--- src/three_wire_spi_register_master_unit_assert.svh ---
// assertion macros for the three-wire spi register master
`ifndef THREE_WIRE_SPI_REGISTER_MASTER_UNIT_ASSERT_SVH
`define THREE_WIRE_SPI_REGISTER_MASTER_UNIT_ASSERT_SVH

`ifndef NO_ASSERTIONS
`define TWSPI_ASSERT_IMPL(label, clk, rst_n, ante, cons) \
	label: assert property (@(posedge clk) disable iff (!rst_n) (ante) |-> (cons)) \
		else $error("twspi assertion failed");
`define TWSPI_ASSERT_NEXT(label, clk, rst_n, ante, cons) \
	label: assert property (@(posedge clk) disable iff (!rst_n) (ante) |=> (cons)) \
		else $error("twspi assertion failed");
`else
`define TWSPI_ASSERT_IMPL(label, clk, rst_n, ante, cons)
`define TWSPI_ASSERT_NEXT(label, clk, rst_n, ante, cons)
`endif

`endif

--- src/twspi_pkg.sv ---
`default_nettype none
package twspi_pkg;

	localparam int NUM_DEVICES = 6;

	localparam logic [2:0] REQ_TICK  = 3'd0;
	localparam logic [2:0] REQ_READ  = 3'd1;
	localparam logic [2:0] REQ_WRITE = 3'd2;
	localparam logic [2:0] REQ_RAW   = 3'd3;
	localparam logic [2:0] REQ_GAIN  = 3'd4;
	localparam logic [2:0] REQ_ATTEN = 3'd5;

	localparam logic [2:0] DEV_PGA1 = 3'd2;
	localparam logic [2:0] DEV_PGA2 = 3'd3;
	localparam logic [2:0] DEV_ATT1 = 3'd4;
	localparam logic [2:0] DEV_ATT2 = 3'd5;

	localparam logic [7:0]  READ_CMD   = 8'h80;
	localparam logic [15:0] WRITE_ADDR_MAX = 16'h1FFF;
	localparam logic [7:0]  GAIN_FLAG  = 8'h80;
	localparam logic [7:0]  ATTEN_MAX  = 8'd31;
	localparam logic signed [7:0] GAIN_MIN = -8'sd10;
	localparam logic signed [7:0] GAIN_MAX = 8'sd32;

	typedef enum logic [2:0] {
		PH_IDLE,
		PH_TX_LO,
		PH_TX_HI,
		PH_RX_LO,
		PH_RX_HI
	} phase_t;

	typedef struct packed {
		phase_t     phase;
		logic [2:0] bit_cnt;
		logic [1:0] byte_cnt;
		logic [1:0] byte_total;
		logic [7:0] rx_shift;
		logic       read_pending;
		logic [2:0] cur_dev;
		logic [7:0] last_read;
	} ctrl_t;

	typedef struct packed {
		logic [2:0]        req_type;
		logic [2:0]        device_select;
		logic [15:0]       reg_address;
		logic [7:0]        write_data;
		logic signed [7:0] rx_gain;
		logic [7:0]        rx_atten;
		logic              rx_channel;
		logic              sdio_sample;
	} item_t;

	typedef struct packed {
		logic                   serial_clock;
		logic                   serial_data_out;
		logic                   data_drive_enable;
		logic [NUM_DEVICES-1:0] chip_select_n;
		logic [2:0]             active_device;
		logic                   busy_res;
		logic [7:0]             read_data;
		logic                   read_valid;
		logic                   address_error;
		logic                   request_ignored;
	} result_t;

endpackage
`default_nettype wire

--- src/three_wire_spi_register_master_unit.sv ---
// channel | direction | handshake          | payload
// request | in        | in_valid/in_stall   | req_type .. sdio_sample
// result  | out       | out_valid/out_stall | serial_clock .. request_ignored
// config  | in        | cfg_we              | cfg_wdata (addr16_mask)
//
// one request per cycle sustained while the result is not stalled, one result per request
// a request passes the input register, then the sequencer step into the result register
// arst_n clears the sequencer, the valid flags and addr16_mask (to 1)
// a stalled result holds; one more request is taken into the input register,
// then in_stall rises until the result is taken
`default_nettype none
`include "three_wire_spi_register_master_unit_assert.svh"
module three_wire_spi_register_master_unit import twspi_pkg::*; (
	input  wire logic                   clk,
	input  wire logic                   arst_n,
	input  wire logic                   cfg_we,
	input  wire logic [NUM_DEVICES-1:0] cfg_wdata,
	input  wire logic                   in_valid,
	output logic                        in_stall,
	input  wire logic [2:0]             req_type,
	input  wire logic [2:0]             device_select,
	input  wire logic [15:0]            reg_address,
	input  wire logic [7:0]             write_data,
	input  wire logic signed [7:0]      rx_gain,
	input  wire logic [7:0]             rx_atten,
	input  wire logic                   rx_channel,
	input  wire logic                   sdio_sample,
	output logic                        out_valid,
	input  wire logic                   out_stall,
	output logic                        serial_clock,
	output logic                        serial_data_out,
	output logic                        data_drive_enable,
	output logic [NUM_DEVICES-1:0]      chip_select_n,
	output logic [2:0]                  active_device,
	output logic                        busy_res,
	output logic [7:0]                  read_data,
	output logic                        read_valid,
	output logic                        address_error,
	output logic                        request_ignored
);

	logic [NUM_DEVICES-1:0] mask_q;
	item_t                  item_s1;
	logic                   valid_s1;
	ctrl_t                  ctrl_q;
	ctrl_t                  ctrl_next;
	logic [2:0][7:0]        tx_bytes_q;
	logic [2:0][7:0]        tx_bytes_next;
	result_t                res;
	result_t                res_s2;
	logic                   valid_s2;
	logic                   advance;

	assign advance  = !valid_s2 || !out_stall;
	assign in_stall = valid_s1 && !advance;

	always_ff @(posedge clk or negedge arst_n) begin
		if (!arst_n) begin
			mask_q <= NUM_DEVICES'(1);
		end else if (cfg_we) begin
			mask_q <= cfg_wdata;
		end
	end

	// input register
	always_ff @(posedge clk or negedge arst_n) begin
		if (!arst_n) begin
			valid_s1 <= 1'b0;
		end else if (!in_stall) begin
			valid_s1 <= in_valid;
		end
	end

	always_ff @(posedge clk) begin
		if (in_valid && !in_stall) begin
			item_s1 <= '{req_type, device_select, reg_address, write_data,
				rx_gain, rx_atten, rx_channel, sdio_sample};
		end
	end

	twspi_step u_step (
		.ctrl          (ctrl_q),
		.tx_bytes      (tx_bytes_q),
		.addr16_mask   (mask_q),
		.item          (item_s1),
		.ctrl_next     (ctrl_next),
		.tx_bytes_next (tx_bytes_next),
		.res           (res)
	);

	// sequencer state and result register
	always_ff @(posedge clk or negedge arst_n) begin
		if (!arst_n) begin
			ctrl_q <= '{phase: PH_IDLE, default: '0};
			valid_s2 <= 1'b0;
		end else if (advance) begin
			valid_s2 <= valid_s1;
			if (valid_s1) begin
				ctrl_q <= ctrl_next;
			end
		end
	end

	always_ff @(posedge clk) begin
		if (advance && valid_s1) begin
			tx_bytes_q <= tx_bytes_next;
			res_s2 <= res;
		end
	end

	assign out_valid         = valid_s2;
	assign serial_clock      = res_s2.serial_clock;
	assign serial_data_out   = res_s2.serial_data_out;
	assign data_drive_enable = res_s2.data_drive_enable;
	assign chip_select_n     = res_s2.chip_select_n;
	assign active_device     = res_s2.active_device;
	assign busy_res          = res_s2.busy_res;
	assign read_data         = res_s2.read_data;
	assign read_valid        = res_s2.read_valid;
	assign address_error     = res_s2.address_error;
	assign request_ignored   = res_s2.request_ignored;

	`TWSPI_ASSERT_IMPL(a_busy_one_cs, clk, arst_n, valid_s2 && res_s2.busy_res,
		$countones(res_s2.chip_select_n) == NUM_DEVICES - 1)
	`TWSPI_ASSERT_IMPL(a_rvalid_rx, clk, arst_n, valid_s2 && res_s2.read_valid,
		res_s2.busy_res && !res_s2.data_drive_enable && res_s2.serial_clock)
	`TWSPI_ASSERT_NEXT(a_hold_s2, clk, arst_n, valid_s2 && out_stall,
		valid_s2 && $stable(res_s2))
	`TWSPI_ASSERT_IMPL(a_idle_cs, clk, arst_n, valid_s2 && !res_s2.busy_res,
		&res_s2.chip_select_n && res_s2.serial_clock)

endmodule
`default_nettype wire

--- src/twspi_step.sv ---
`default_nettype none
module twspi_step import twspi_pkg::*; (
	input  wire ctrl_t                  ctrl,
	input  wire logic [2:0][7:0]        tx_bytes,
	input  wire logic [NUM_DEVICES-1:0] addr16_mask,
	input  wire item_t                  item,
	output ctrl_t                       ctrl_next,
	output logic [2:0][7:0]             tx_bytes_next,
	output result_t                     res
);

	function automatic logic [7:0] rev8(input logic [7:0] b);
		logic [7:0] r;
		for (int i = 0; i < 8; i++) begin
			r[i] = b[7-i];
		end
		return r;
	endfunction

	always_comb begin
		ctrl_t      w;
		logic [2:0] dev;
		logic       dev_ok;
		logic       hdr16;
		logic [7:0] code;
		logic [7:0] att;
		logic [1:0] bi;
		logic [1:0] bc_inc;
		logic [7:0] hdr0;
		w = ctrl;
		tx_bytes_next = tx_bytes;
		dev = item.device_select;
		dev_ok = 1'b0;
		hdr16 = 1'b0;
		code = 8'd0;
		att = 8'd0;
		bi = 2'd0;
		bc_inc = 2'd0;
		hdr0 = 8'd0;

		res.serial_clock = 1'b1;
		res.serial_data_out = 1'b0;
		res.data_drive_enable = 1'b0;
		res.chip_select_n = '1;
		res.busy_res = 1'b0;
		res.read_valid = 1'b0;
		res.address_error = 1'b0;
		res.request_ignored = 1'b0;

		if (item.req_type == REQ_GAIN) begin
			dev = item.rx_channel ? DEV_PGA2 : DEV_PGA1;
		end else if (item.req_type == REQ_ATTEN) begin
			dev = item.rx_channel ? DEV_ATT2 : DEV_ATT1;
		end
		for (int i = 0; i < NUM_DEVICES; i++) begin
			if (dev == 3'(i)) begin
				dev_ok = 1'b1;
				hdr16 = addr16_mask[i];
			end
		end

		if (item.req_type inside {[REQ_READ:REQ_ATTEN]}) begin
			if (ctrl.phase != PH_IDLE || !dev_ok) begin
				res.request_ignored = 1'b1;
			end else if (item.req_type == REQ_WRITE && item.reg_address > WRITE_ADDR_MAX) begin
				res.address_error = 1'b1;
			end else begin
				w.cur_dev = dev;
				w.bit_cnt = 3'd0;
				w.byte_cnt = 2'd0;
				w.rx_shift = 8'd0;
				w.phase = PH_TX_LO;
				w.read_pending = (item.req_type == REQ_READ);
				hdr0 = (item.req_type == REQ_READ) ? READ_CMD : 8'd0;
				case (item.req_type)
					REQ_READ, REQ_WRITE: begin
						if (hdr16) begin
							tx_bytes_next[0] = hdr0 | item.reg_address[15:8];
							tx_bytes_next[1] = item.reg_address[7:0];
							tx_bytes_next[2] = item.write_data;
							w.byte_total = (item.req_type == REQ_READ) ? 2'd2 : 2'd3;
						end else begin
							tx_bytes_next[0] = hdr0 | item.reg_address[7:0];
							tx_bytes_next[1] = item.write_data;
							w.byte_total = (item.req_type == REQ_READ) ? 2'd1 : 2'd2;
						end
					end
					REQ_RAW: begin
						tx_bytes_next[0] = item.write_data;
						w.byte_total = 2'd1;
					end
					REQ_GAIN: begin
						if (item.rx_gain >= GAIN_MIN && item.rx_gain <= GAIN_MAX) begin
							code = 8'(item.rx_gain - GAIN_MIN);
						end
						tx_bytes_next[0] = GAIN_FLAG | rev8({code[5:0], 2'b00});
						w.byte_total = 2'd1;
					end
					default: begin
						att = (item.rx_atten > ATTEN_MAX) ? ATTEN_MAX : item.rx_atten;
						tx_bytes_next[0] = {att[6:0], 1'b0};
						w.byte_total = 2'd1;
					end
				endcase
			end
		end

		res.active_device = w.cur_dev;
		if (w.phase != PH_IDLE) begin
			res.busy_res = 1'b1;
			for (int i = 0; i < NUM_DEVICES; i++) begin
				if (w.cur_dev == 3'(i)) begin
					res.chip_select_n[i] = 1'b0;
				end
			end
		end

		bi = (w.byte_cnt == 2'd3) ? 2'd2 : w.byte_cnt;
		bc_inc = w.byte_cnt + 2'd1;
		case (w.phase)
			PH_TX_LO: begin
				res.serial_data_out = tx_bytes_next[bi][3'd7 - w.bit_cnt];
				res.data_drive_enable = 1'b1;
				res.serial_clock = 1'b0;
				w.phase = PH_TX_HI;
			end
			PH_TX_HI: begin
				res.serial_data_out = tx_bytes_next[bi][3'd7 - w.bit_cnt];
				res.data_drive_enable = 1'b1;
				if (w.bit_cnt == 3'd7) begin
					w.bit_cnt = 3'd0;
					w.byte_cnt = bc_inc;
					if (bc_inc >= w.byte_total || bc_inc == 2'd3) begin
						w.phase = w.read_pending ? PH_RX_LO : PH_IDLE;
					end else begin
						w.phase = PH_TX_LO;
					end
				end else begin
					w.bit_cnt = w.bit_cnt + 3'd1;
					w.phase = PH_TX_LO;
				end
			end
			PH_RX_LO: begin
				res.serial_clock = 1'b0;
				w.rx_shift = {w.rx_shift[6:0], item.sdio_sample};
				w.phase = PH_RX_HI;
			end
			PH_RX_HI: begin
				if (w.bit_cnt == 3'd7) begin
					w.bit_cnt = 3'd0;
					w.last_read = w.rx_shift;
					w.read_pending = 1'b0;
					res.read_valid = 1'b1;
					w.phase = PH_IDLE;
				end else begin
					w.bit_cnt = w.bit_cnt + 3'd1;
					w.phase = PH_RX_LO;
				end
			end
			default: begin
			end
		endcase

		res.read_data = w.last_read;
		ctrl_next = w;
	end

endmodule
`default_nettype wire

--- config.mk ---
export PLATFORM = sky130hd
export DESIGN_NAME = three_wire_spi_register_master_unit
export DESIGN_NICKNAME = d
export VERILOG_FILES = /design/src/twspi_pkg.sv /design/src/three_wire_spi_register_master_unit.sv /design/src/twspi_step.sv
export VERILOG_INCLUDE_DIRS = /design/src /design/src/src
export SDC_FILE = /design/constraint.sdc
export NUM_CORES = 1
export LEC_CHECK = 0
export BUFFER_PORTS_ARGS = -buffer_cell sky130_fd_sc_hd__buf_2
export CAP_MARGIN = 20
export CORE_MARGIN = 4
export CORE_UTILIZATION = 40
export DETAILED_ROUTE_END_ITERATION = 16
export GPL_ROUTABILITY_DRIVEN = 0
export PLACE_DENSITY_LB_ADDON = 0.15
export SYNTH_ARGS = -nofsm -noshare
export SYNTH_HDL_FRONTEND = slang
export SYNTH_SLANG_ARGS = --single-unit
--- constraint.sdc ---
create_clock -name clk -period 8.4 [get_ports clk]
set_input_delay 0.42 -clock clk [delete_from_list [all_inputs] [get_ports clk]]
set_output_delay 0.42 -clock clk [all_outputs]
set_load 0.005 [all_outputs]
==> results.ini <==
[status]
status = completed

[global_routing]
grt_pass1_wl_mm = 23.2
grt_max_degree = 49
grt_pass1_vias = 4587
antenna_found_initial = 0
grt_use_total = 0.166
grt_overflow = 0

[cts]
path_clk_slew_ns = 0.06
cts_root_buf = clkbuf_16
hold_buffers = 0
cts_max_path_buffers = 2
cts_sinks = 134
numCtsBuffers = 17
cts-htree-levels = 4
clkLatencyLatePin_ns = 0.42
tritoncts = yes
postCtsSetupRepairBufs = 0
cts_resized = 0

[logic_synthesis]
synth.net_count = 606
synth_cell_types = 65
synthFlopType = edfxtp_1
yosys_warnings = 0
ys_async_sr_fraction = 0.284
yosys-top-cells-area = edfxtp_1, dfrtp_1, nand2_1
mappedNetlistArea_mm2 = 0.00628
ys_ff_latch = 134
yosysSeqAreaShare = 0.611
synth_top_area_frac = 0.459
avgSynthCellArea_um2 = 11.6
synth_edf_count = 96
netlist_instances = 539
synth_top_area_cell = edfxtp_1

[critical_path]
critPathMaxFanout = 23
startpoint_type = flop
worst-path-buf-inv = 0
cp_top_family = compound AO/OA/AOI/OAI gates
crit_path_end_kind = flop
critPathSlowestCell = edfxtp_1
worstPathArrival_ns = 4.36
required_ns = 8.74
critPathMaxStageDelay_ns = 0.83
path_cells = nor3b_4 -> a21oi_2 -> o22ai_2 -> o22a_1 -> nor2_1 -> a211oi_1 -> ha_1 -> a211o_1 -> and3_1 -> o32a_1 -> o21ai_0
path_class = flop to flop

[floorplanning]
rows = 45
initial_utilization = 0.410
dieHeight_um = 133
num_io_pins = 85
die_width_um = 133
dieArea_mm2 = 0.0178
core_area_mm2 = 0.0153

[pwr]
pwr-share-clk = 0.377
internal_power_mw = 1.38
p_leak_nw = 3.02
sw_frac_of_total = 0.274
max-vdd-ir-drop_v = 0.000140
p_switching_uw = 522
power.density_mw_per_mm2 = 255
p_seq_frac = 0.458
p_comb_frac = 0.165

[sta]
rsz0062_at_grt = no
post-route-period-util = 0.479
fin_crit_ns = 4.02
setup_tns_ns = 0
setup_viol = 0
slew_violations = 0
slew_headroom = 0.383
max_freq_ghz = 0.249
finalHoldViolCount = 0
max_slew.worst_pin.slew_ns = 0.925
fin_skew_ns = 0.00751

[final_layout]
final_layout_size_suffix_gt1_frac = 0.244
most-common-layout-cells = edfxtp_1, nand2_1, buf_2
stdcell_count = 846
final_common_cell = edfxtp_1
syn2layout_area_growth_pct = 19.0
nets = 689
antenna_cells = 0

[drt]
drc = 0
num_vias = 4425
top_layer = met4
totalWireLength_mm = 14.0
dr.first_iter.drc_count = 397
wl_met1_mm = 6.31
wl_met2_mm = 6.69
first_pass_iters = 5
wl_per_cell_um = 16.6
wl_met3_um = 750
via_per_inst = 5.23
postRouteAntennaNets = 0

[placed_design]
io_buffers = 84
hpwl_mm = 9.97
place_inst = 813

[min_path]
hold_class = input pin to async pin

[run]
cap_viol_max_count = 0

==> final timing paths <==
path	from	end	slack, ns	cells after the start
worst max-delay path	item_s1[47]$_DFFE_PP_	ctrl_q[27]$_DFFE_PN0P_	4.38	11
min in group clk	reg_address[8]	item_s1[34]$_DFFE_PP_	0.17	1
worst min-delay path	arst_n	mask_q[2]$_DFFE_PN0P_	0.12	1
max in group asynchronous	arst_n	ctrl_q[0]$_DFFE_PN0P_	7.74	1
worst max register to register	item_s1[47]$_DFFE_PP_	ctrl_q[27]$_DFFE_PN0P_	4.38	11
worst min register to register	ctrl_q[3]$_DFFE_PN0P_	ctrl_q[3]$_DFFE_PN0P_	0.47	2
==> through the flow <==
step           setup slack (ns)  hold slack, ns  area, um^2  total power [mW]   util
2_1_floorplan              4.94           0.124        6280              1.09      -
3_3_place_gp               4.52           0.453        6870              1.19  0.449
3_5_place_dp               4.42           0.459        6870              1.20  0.449
4_1_cts                    4.40           0.146        7450              1.92  0.486
5_1_grt                    4.15           0.153        7470              2.00  0.488
6_report                   4.38           0.115        7470              1.90  0.488
==> cell families (layout without fill, tap and decap cells) <==
kind of cell | count (synthesis) | in the layout | share of synthesized area
simple gates | 180 | 180 | 0.134
fa+ha+maj | 8 | 8 | 0.0159
xor+xnor | 4 | 4 | 0.00558
flops | 134 | 134 | 0.611
buf+inv | 41 | 137 | 0.0287
mux | 35 | 35 | 0.0596
compound gates | 137 | 137 | 0.145
==> power by group through the flow <==
| stage | Combinational [mW] | Sequential [mW] | Clock, mW |
|---|---|---|---|
| floorplan | 0.246 | 0.849 | 0 |
| global placement | 0.308 | 0.883 | 0 |
| detailed placement | 0.312 | 0.885 | 0 |
| CTS | 0.314 | 0.872 | 0.736 |
| global route | 0.354 | 0.883 | 0.767 |
| finish | 0.314 | 0.872 | 0.718 |
==> state kept, by name (all words and copies together), names as in the netlist <==
register,flops
out_valid,1
data_drive_enable,1
read_data,8
busy_res,1
address_error,1
chip_select_n,6
tx_bytes_q,24
valid_s1,1
item_s1,48
serial_clock,1
mask_q,6
active_device,3
ctrl_q,30
request_ignored,1
read_valid,1
serial_data_out,1
==> cell usage after synthesis, drive strengths merged (7+ instances only) <==
cell and count:
mux2 19, nor3 16, edfxtp 96, ha 8, a22o 10, dfrtp 37, nor2 29, a31oi 7
mux2i 16, a21oi 34, nand2b 11, clkbuf 15, o21ai 42, buf 10, inv 15, nand2 92
==> area by class of cell <==
| cell class | count | area, um^2 |
|---|---|---|
| Inverter | 16 | 60.1 |
| Multi-Input combinational cell | 364 | 2260 |
| Sequential cell | 134 | 3830 |
| Clock inverter | 11 | 95.1 |
| Tap cell | 211 | 264 |
| Timing Repair Buffer | 89 | 470 |
| Fill cell | 1445 | 7850 |
| Clock buffer | 21 | 483 |
==> routing by layer <==
layer,vias up,global-route usage
met5,-,0
met4,0,0.0640
met1,2087,0.216
met3,25,0.0415
met2,144,0.269
li1,2169,-
Note: power is estimated with default switching activity, not from simulation.
